### config.mk
export PLATFORM = sky130hd
export DESIGN_NAME = checksummed_frame_parser
export DESIGN_NICKNAME = d
export VERILOG_FILES = /design/src/hw/rtl/cfp_pkg.sv /design/src/hw/rtl/checksummed_frame_parser.sv /design/src/hw/rtl/cfp_cfg_regs.sv /design/src/hw/rtl/cfp_parser.sv
export SDC_FILE = /design/constraint.sdc
export NUM_CORES = 1
export LEC_CHECK = 0
export BUFFER_PORTS_ARGS = -buffer_cell sky130_fd_sc_hd__buf_2
export CORE_MARGIN = 5
export CORE_UTILIZATION = 30
export DETAILED_ROUTE_END_ITERATION = 8
export MAX_ROUTING_LAYER = met4
export PLACE_DENSITY = 0.53
export SLEW_MARGIN = 20
export SYNTH_ARGS = -nofsm -noshare
export SYNTH_HDL_FRONTEND = slang
export SYNTH_SLANG_ARGS = --single-unit
### constraint.sdc
create_clock -name clk -period 10.75 [get_ports clk]
set_input_delay 1.075 -clock clk [delete_from_list [all_inputs] [get_ports clk]]
set_output_delay 1.075 -clock clk [all_outputs]
set_load 0.02 [all_outputs]
### src/hw/rtl/cfp_pkg.sv
`default_nettype none
// ----------------------------------------------------------------------------
// cfp_pkg
// Shared types and constants of the checksummed frame parser.
// ----------------------------------------------------------------------------
package cfp_pkg;

	// Configuration register indexes.
	localparam logic [7:0] CFG_HEADER_FIRST   = 8'd0;
	localparam logic [7:0] CFG_HEADER_SECOND  = 8'd1;
	localparam logic [7:0] CFG_DATA_TYPE_CODE = 8'd2;
	localparam logic [7:0] CFG_LENGTH_LIMIT   = 8'd3;

	// Reset values of the configuration registers.
	localparam logic [7:0] RST_HEADER_FIRST   = 8'd170;
	localparam logic [7:0] RST_HEADER_SECOND  = 8'd85;
	localparam logic [1:0] RST_DATA_TYPE_CODE = 2'd1;
	localparam logic [6:0] RST_LENGTH_LIMIT   = 7'd50;

	// Frame format constants.
	localparam logic [7:0] TYPE_BOUND  = 8'd4;
	localparam logic [6:0] LIMIT_CAP   = 7'd64;
	localparam int         STORE_SLOTS = 8;

	// Result status codes.
	localparam logic [1:0] ST_CSUM_ERR = 2'd0;
	localparam logic [1:0] ST_ACCEPT   = 2'd1;
	localparam logic [1:0] ST_DATA     = 2'd2;

	// Widths of the packed result and of the output user and data buses.
	// Status and frame class travel on the user bus, the rest on the data bus.
	localparam int RESULT_W = 82;
	localparam int M_USER_W = 4;
	localparam int M_DATA_W = 80;

	typedef struct packed {
		logic [7:0] header_first;
		logic [7:0] header_second;
		logic [1:0] data_type_code;
		logic [6:0] length_limit;
	} cfg_t;

	// The last member lands in the lowest bits, so the bus order runs from
	// status upward to steer_output_value.
	typedef struct packed {
		logic [15:0] steer_output_value;
		logic [15:0] target_angle_value;
		logic [15:0] angle_value;
		logic [15:0] speed_value;
		logic [5:0]  payload_length;
		logic [7:0]  identifier;
		logic [1:0]  frame_class;
		logic [1:0]  status;
	} result_t;

endpackage
`default_nettype wire

### src/hw/rtl/checksummed_frame_parser.sv
`default_nettype none
// ----------------------------------------------------------------------------
// checksummed_frame_parser
// Byte-stream frame parser with an 8-bit additive checksum.
// ----------------------------------------------------------------------------
// The block takes one received byte per transfer on the s_ side and sustains
// one byte per clock cycle. A byte is captured in an input register and then
// goes through the frame state machine, so a completed frame is loaded into
// the output register, which drives m_tvalid, when the parse stage takes the
// checksum byte out of the input register, and m_tvalid is set by that load.
// The output register parts the two sides: bytes keep flowing while a result
// waits, and only a checksum byte that arrives while the earlier result has
// not been taken holds back the input, until m_tready takes that result.
// A frame is two header bytes, a type below 4, an identifier, a nonzero
// length below length_limit (capped at 64), the payload and a checksum that
// is the modulo-256 sum of all earlier bytes. A byte that does not fit sends
// the parser back to idle and is consumed. Each completed frame gives one
// result transfer whose status on m_tuser tells checksum error, accepted
// frame or accepted data frame; only a data frame carries the four 16-bit
// values taken little-endian from payload bytes 0 to 7. The eight-byte
// payload store keeps its contents across frames; after a short payload the
// checksum byte goes to the next slot. The user is to write configuration
// only while idle, not enforced by the block; a write is always taken at once.
// ----------------------------------------------------------------------------
module checksummed_frame_parser (
	input  wire logic        clk,
	input  wire logic        arst_n,
	// Configuration write channel.
	input  wire logic        cfg_valid,
	output logic             cfg_ready,
	input  wire logic [7:0]  cfg_index,
	input  wire logic [7:0]  cfg_data,
	// Received bytes.
	input  wire logic        s_tvalid,
	output logic             s_tready,
	input  wire logic [7:0]  s_tdata,   // [7:0] rx_byte
	// Frame results.
	output logic             m_tvalid,
	input  wire logic        m_tready,
	output logic [3:0]       m_tuser,   // [1:0] status, [3:2] frame_class
	// [7:0] identifier, [13:8] payload_length, [29:14] speed_value,
	// [45:30] angle_value, [61:46] target_angle_value,
	// [77:62] steer_output_value, [79:78] zero
	output logic [79:0]      m_tdata
);
	import cfp_pkg::*;

	cfg_t    cfg;
	logic    valid_s1;
	logic [7:0] byte_s1;
	logic    advance;
	logic    step;
	logic    res_valid;
	result_t res;
	logic    out_valid_q;
	result_t out_res_q;

	// Configuration writes never stall.
	assign cfg_ready = 1'b1;

	cfp_cfg_regs u_cfg (
		.clk      (clk),
		.arst_n   (arst_n),
		.wr_en    (cfg_valid & cfg_ready),
		.wr_index (cfg_index),
		.wr_data  (cfg_data),
		.cfg      (cfg)
	);

	// The output register is free when it is empty or being emptied in this
	// cycle. The parse stage runs whenever it is free or the waiting byte
	// does not complete a frame.
	assign advance  = !out_valid_q || m_tready;
	assign step     = valid_s1 && (advance || !res_valid);
	assign s_tready = !valid_s1 || step;

	always_ff @(posedge clk or negedge arst_n) begin
		if (!arst_n) begin
			valid_s1 <= 1'b0;
		end else if (s_tready) begin
			valid_s1 <= s_tvalid;
		end
	end

	always_ff @(posedge clk) begin
		if (s_tready && s_tvalid) begin
			byte_s1 <= s_tdata;
		end
	end

	cfp_parser u_parser (
		.clk       (clk),
		.arst_n    (arst_n),
		.cfg       (cfg),
		.step      (step),
		.rx_byte   (byte_s1),
		.res_valid (res_valid),
		.res       (res)
	);

	// Output register: loaded when a frame completes, cleared once taken.
	always_ff @(posedge clk or negedge arst_n) begin
		if (!arst_n) begin
			out_valid_q <= 1'b0;
		end else if (step && res_valid) begin
			out_valid_q <= 1'b1;
		end else if (m_tready) begin
			out_valid_q <= 1'b0;
		end
	end

	always_ff @(posedge clk) begin
		if (step && res_valid) begin
			out_res_q <= res;
		end
	end

	assign m_tvalid = out_valid_q;
	assign m_tuser  = out_res_q[M_USER_W-1:0];
	assign m_tdata  = {{(M_DATA_W - RESULT_W + M_USER_W){1'b0}},
		out_res_q[RESULT_W-1:M_USER_W]};

endmodule
`default_nettype wire

### src/hw/rtl/cfp_cfg_regs.sv
`default_nettype none
// ----------------------------------------------------------------------------
// cfp_cfg_regs
// Configuration register file written through the configuration channel.
// ----------------------------------------------------------------------------
module cfp_cfg_regs (
	input  wire logic          clk,
	input  wire logic          arst_n,
	input  wire logic          wr_en,
	input  wire logic [7:0]    wr_index,
	input  wire logic [7:0]    wr_data,
	output cfp_pkg::cfg_t      cfg
);
	import cfp_pkg::*;

	cfg_t cfg_q;

	assign cfg = cfg_q;

	// Writes to indexes past the register list are dropped.
	always_ff @(posedge clk or negedge arst_n) begin
		if (!arst_n) begin
			cfg_q.header_first   <= RST_HEADER_FIRST;
			cfg_q.header_second  <= RST_HEADER_SECOND;
			cfg_q.data_type_code <= RST_DATA_TYPE_CODE;
			cfg_q.length_limit   <= RST_LENGTH_LIMIT;
		end else if (wr_en) begin
			case (wr_index)
				CFG_HEADER_FIRST:   cfg_q.header_first   <= wr_data;
				CFG_HEADER_SECOND:  cfg_q.header_second  <= wr_data;
				CFG_DATA_TYPE_CODE: cfg_q.data_type_code <= wr_data[1:0];
				CFG_LENGTH_LIMIT:   cfg_q.length_limit   <= wr_data[6:0];
				default: ;
			endcase
		end
	end

endmodule
`default_nettype wire

### src/hw/rtl/cfp_parser.sv
`default_nettype none
// ----------------------------------------------------------------------------
// cfp_parser
// Frame state machine, running checksum and payload store; one byte a step.
// ----------------------------------------------------------------------------
module cfp_parser (
	input  wire logic          clk,
	input  wire logic          arst_n,
	input  wire cfp_pkg::cfg_t cfg,
	input  wire logic          step,
	input  wire logic [7:0]    rx_byte,
	output logic               res_valid,
	output cfp_pkg::result_t   res
);
	import cfp_pkg::*;

	typedef enum logic [2:0] {
		PH_IDLE    = 3'd0,
		PH_HDR1    = 3'd1,
		PH_HDR2    = 3'd2,
		PH_TYPE    = 3'd3,
		PH_IDENT   = 3'd4,
		PH_PAYLOAD = 3'd5,
		PH_CHECK   = 3'd6
	} phase_t;

	phase_t      phase_q, phase_d;
	logic [5:0]  left_q, left_d;
	logic [5:0]  idx_q, idx_d;
	logic [7:0]  sum_q, sum_d;
	logic [1:0]  type_q, type_d;
	logic [7:0]  ident_q, ident_d;
	logic [5:0]  len_q, len_d;
	logic [7:0]  store_q [STORE_SLOTS];
	logic [7:0]  store_d [STORE_SLOTS];

	logic [7:0]  sum_add;
	logic [6:0]  limit;
	logic        len_ok;

	assign sum_add = sum_q + rx_byte;
	assign limit   = (cfg.length_limit > LIMIT_CAP) ? LIMIT_CAP : cfg.length_limit;
	assign len_ok  = (rx_byte != 8'd0) && (rx_byte < {1'b0, limit});

	always_comb begin
		phase_d   = phase_q;
		left_d    = left_q;
		idx_d     = idx_q;
		sum_d     = sum_q;
		type_d    = type_q;
		ident_d   = ident_q;
		len_d     = len_q;
		store_d   = store_q;
		res_valid = 1'b0;
		res       = '0;
		case (phase_q)
			PH_IDLE: begin
				if (rx_byte == cfg.header_first) begin
					sum_d   = rx_byte;
					phase_d = PH_HDR1;
				end
			end
			PH_HDR1: begin
				if (rx_byte == cfg.header_second) begin
					sum_d   = sum_add;
					phase_d = PH_HDR2;
				end else begin
					phase_d = PH_IDLE;
				end
			end
			PH_HDR2: begin
				if (rx_byte < TYPE_BOUND) begin
					sum_d   = sum_add;
					type_d  = rx_byte[1:0];
					phase_d = PH_TYPE;
				end else begin
					phase_d = PH_IDLE;
				end
			end
			PH_TYPE: begin
				sum_d   = sum_add;
				ident_d = rx_byte;
				phase_d = PH_IDENT;
			end
			PH_IDENT: begin
				if (len_ok) begin
					sum_d   = sum_add;
					len_d   = rx_byte[5:0];
					left_d  = rx_byte[5:0];
					idx_d   = 6'd0;
					phase_d = PH_PAYLOAD;
				end else begin
					phase_d = PH_IDLE;
				end
			end
			PH_PAYLOAD: begin
				if (left_q == 6'd0) begin
					phase_d = PH_IDLE;
				end else begin
					sum_d = sum_add;
					if (idx_q[5:3] == 3'd0) begin
						store_d[idx_q[2:0]] = rx_byte;
					end
					idx_d  = idx_q + 6'd1;
					left_d = left_q - 6'd1;
					if (left_q == 6'd1) begin
						phase_d = PH_CHECK;
					end
				end
			end
			PH_CHECK: begin
				// The checksum byte itself lands in the slot after a short
				// payload, and the values read the store after that write.
				phase_d = PH_IDLE;
				if (idx_q[5:3] == 3'd0) begin
					store_d[idx_q[2:0]] = rx_byte;
				end
				res_valid          = 1'b1;
				res.frame_class    = type_q;
				res.identifier     = ident_q;
				res.payload_length = len_q;
				if (rx_byte != sum_q) begin
					res.status = ST_CSUM_ERR;
				end else if (type_q == cfg.data_type_code) begin
					res.status             = ST_DATA;
					res.speed_value        = {store_d[1], store_d[0]};
					res.angle_value        = {store_d[3], store_d[2]};
					res.target_angle_value = {store_d[5], store_d[4]};
					res.steer_output_value = {store_d[7], store_d[6]};
				end else begin
					res.status = ST_ACCEPT;
				end
			end
			default: begin
				phase_d = PH_IDLE;
			end
		endcase
	end

	always_ff @(posedge clk or negedge arst_n) begin
		if (!arst_n) begin
			phase_q <= PH_IDLE;
			left_q  <= '0;
			idx_q   <= '0;
			sum_q   <= '0;
			type_q  <= '0;
			ident_q <= '0;
			len_q   <= '0;
			for (int i = 0; i < STORE_SLOTS; i++) begin
				store_q[i] <= '0;
			end
		end else if (step) begin
			phase_q <= phase_d;
			left_q  <= left_d;
			idx_q   <= idx_d;
			sum_q   <= sum_d;
			type_q  <= type_d;
			ident_q <= ident_d;
			len_q   <= len_d;
			store_q <= store_d;
		end
	end

endmodule
`default_nettype wire

==> results.sh <==
export IMPL_max_stage_delay_ns=0.80
export IMPL_grt_max_degree=74
export IMPL_yosysSeqAreaShare_pct=57.9
export IMPL_area_growth_pct=18.2
export IMPL_cts_buffers=26
export IMPL_fin_cells=1381
export IMPL_drv_slew=0
export IMPL_dp_cells=1333
export IMPL_hold_violations=0
export IMPL_synth_top_family_by_area="multiplexers"
export IMPL_cts_setup_buffers=0
export IMPL_grt_util_all_layers_pct=12.2
export IMPL_wl_per_cell_um=16.7
export IMPL_drt_initial_drc_count=381
export IMPL_critPathBufInv=2
export IMPL_leakage_uw=0.00494
export IMPL_synth_compound_area_share_pct=6.24
export IMPL_clkPwrFrac_pct=42.1
export IMPL_row_count=67
export IMPL_syn_cell_area_sq_um=10300
export IMPL_first_global_vias=6447
export IMPL_synthSimpleGateAreaFrac_pct=12.3
export IMPL_dpl_instance_area_sq_um=11300
export IMPL_antenna_found_initial=0
export IMPL_cp_arrival_ns=2.61
export IMPL_synth_edf_count=90
export IMPL_register_area_sq_um=5970
export IMPL_drt_total_wl_mm=23.1
export IMPL_clk_latency_ns=0.53
export IMPL_period_minus_slack_ns=3.68
export IMPL_crit_chain="inv_1 -> nor3_2 -> nand4b_1 -> buf_2"
export IMPL_setup_violations=0
export IMPL_seqPwrFrac_pct=44.3
export IMPL_synthXorXnorAreaFrac_pct=1.70
export IMPL_cts_sinks=220
export IMPL_die_h_um=195
export IMPL_vias_per_cell=4.68
export IMPL_grt_setup_unrepaired="false"
export IMPL_yosysWarnings=0
export IMPL_cp_slowest_cell="nor3_2"
export IMPL_synth_cell_type_count=74
export IMPL_vias=6459
export IMPL_synth_avg_cell_area_sq_um=12.7
export IMPL_final_common_cell="dfrtp_1"
export IMPL_ys_seq_elements=220
export IMPL_finalClockSkew_ns=0.0118
export IMPL_syn_inst=812
export IMPL_die_w_um=195
export IMPL_max_slew_margin_rel_pct=29.0
export IMPL_dieArea_sq_um=38200
export IMPL_synthMuxAreaShare_pct=16.6
export IMPL_async_reset_ff_share_pct=59.1
export IMPL_dp_hpwl_mm=14.8
export IMPL_netSwitchingPower_uw=551
export IMPL_core_area_sq_um=33700
export IMPL_cts_clk_slew_worst_paths_ns=0.06
export IMPL_worst_setup_path_type="reg2out"
export IMPL_setup_worst_path_start_class="flop"
export IMPL_netSwitchingFraction_pct=25.7
export IMPL_multi_input_area_sq_um=4040
export IMPL_drc_errors=0
export IMPL_h_tree_depth=1
export IMPL_final_fill_count=3332
export IMPL_ioPinCount=116
export IMPL_pwr_share_comb_pct=13.6
export IMPL_fin_crit_sh_pct=34.2
export IMPL_worst_pin_slew_ns=1.06
export IMPL_cp_top_family="simple AND/OR/NAND/NOR gates"
export IMPL_p_int_uw=1590
export IMPL_hp_class="reg2reg"
export IMPL_antenna_left=0
export IMPL_tns_ns=0
export IMPL_cp_end_kind="output port"
export IMPL_clk_path_buf_depth=3
export IMPL_power_density_nw_per_um2=176
export IMPL_overflow=0
export IMPL_diodes=0
export IMPL_drt_pass1_iter_count=5
export IMPL_gp_congestion=0.817
export IMPL_crit_fanout=18
export IMPL_synthAdderAreaFrac_pct=2.14
export IMPL_synth_ff_type="dfrtp_1"
export IMPL_final_cell_mix="dfrtp_1 (118), buf_2 (111), mux2_2 (101)"
export IMPL_status="complete, no violations"
export IMPL_cts_tree="done"
export IMPL_nNetsFinal=959
export IMPL_crit_required_ns=9.68
export IMPL_cap_violations=0
export IMPL_max_clock_freq_mhz=272
export IMPL_cts_root_buffer="clkbuf_16"
export IMPL_grt_pass1_wl_mm=36.9
export IMPL_r2r_slack_ns=7.81
export IMPL_io_buffers=112
export IMPL_final_area_sq_um=12200
export IMPL_cts_hold_buf=0
export IMPL_post_cts_resized=0
export IMPL_drive_gt1_share_pct=33.4
export IMPL_start_util_pct=30.6
export IMPL_ir_drop_mv=0.116
==> synth_stat cells (3+ instances only) <==
cell type	n	share of area [%]
nor3_1	10	0.49
mux2_4	5	0.73
a21o_1	5	0.36
buf_1	4	0.15
a21oi_1	32	1.6
xor2_1	3	0.25
and2_1	19	1.2
nor3b_1	3	0.22
mux2_1	4	0.44
buf_4	7	0.51
or3_1	3	0.18
dfstp_2	12	3.1
nand2_1	38	1.4
nand2b_1	6	0.36
clkbuf_1	26	0.95
nand2_4	3	0.33
buf_2	11	0.53
ha_1	16	1.9
nand3b_1	3	0.22
o31ai_1	9	0.66
nor2_1	79	2.9
xnor2_1	17	1.4
inv_1	12	0.44
o21ai_0	32	1.6
a211oi_1	6	0.44
dfrtp_1	118	29
nor4_1	3	0.18
mux2i_1	45	4.4
edfxtp_1	90	26
buf_6	4	0.44
mux2_2	101	11
nand4_1	7	0.42
nand3_1	26	1.3
==> power by group through the flow <==
stage	registers (uW)	clock network, uW	logic (uW)
2_1_floorplan	948	0	234
3_3_place_gp	962	0	291
3_5_place_dp	963	0	294
4_1_cts	948	929	295
5_1_grt	954	961	325
6_report	949	902	292
==> registers in the layout (all words and copies together), names as in the netlist, 8 cells and up <==
signal / count
u_cfg.cfg: 25
u_parser.ident_q: 8
u_parser.sum_q: 8
m_tdata: 78
u_parser.store_q: 64
byte_s1: 8
==> worst register-to-register path: stages, from the launching register on <==
cell and delay [ns]:
edfxtp_1 0.32, buf_4 0.31, clkinv_1 0.49, fa_1 0.61, nor2b_1 0.12, o21ai_0 0.11
a21boi_0 0.33, or4_1 0.17, nand3_1 0.07, mux2_1 0.28
==> cell families after synthesis <==
family,count (synthesis)
muxes,155
AOI/OAI and AO/OA,103
and+or+nand+nor,229
adders and majority gates,17
DFF,220
xor gates and xnor gates,20
other,2
buffers and inverters,66
==> area by class of cell <==
cell class              count  area share, %
flip-flops and latches    220           49.0
inverters                  14          0.431
multi-input cells         527           33.2
repair buffers            124           5.36
well taps                 448           4.60
clock buffers              38           6.47
clock inverters            10          0.955
==> metrics by stage <==
stage          hold slack, ns  power, uW  worst slack (ns)  util, %
2_1_floorplan           0.442       1180              5.46        -
3_3_place_gp            0.459       1250              7.59     33.4
3_5_place_dp            0.469       1260              7.56     33.4
4_1_cts                 0.482       2170              7.02     36.1
5_1_grt                 0.507       2240              6.82     36.2
6_report                0.476       2140              7.07     36.2
==> metal layers <==
metal	track usage [%]	up-vias	part of all wire, %
li1	-	3128	-
met1	17.2	3150	48
met2	18.9	148	46
met3	1.95	33	4.3
met4	2.38	0	2.0
met5	-	-	0
==> final timing paths <==
| kind | start | endpoint | cells past startpoint |
|---|---|---|---|
| setup reg to reg | byte_s1[1]$_DFFE_PP_ | u_parser.sum_q[6]$_DFFE_PN0P_ | 9 |
| min in group asynchronous | arst_n | u_cfg.cfg[16]$_DFFE_PN0P_ | 1 |
| hold / removal | u_parser.len_q[1]$_DFFE_PN0P_ | u_parser.len_q[1]$_DFFE_PN0P_ | 2 |
| max in group asynchronous | arst_n | u_parser.left_q[1]$_DFFE_PN0P_ | 2 |
| setup / recovery | u_parser.phase_q[1]$_DFFE_PN0P_ | s_tready | 4 |
| hold reg to reg | u_parser.len_q[1]$_DFFE_PN0P_ | u_parser.len_q[1]$_DFFE_PN0P_ | 2 |
Power figures use the tool's default switching activity.
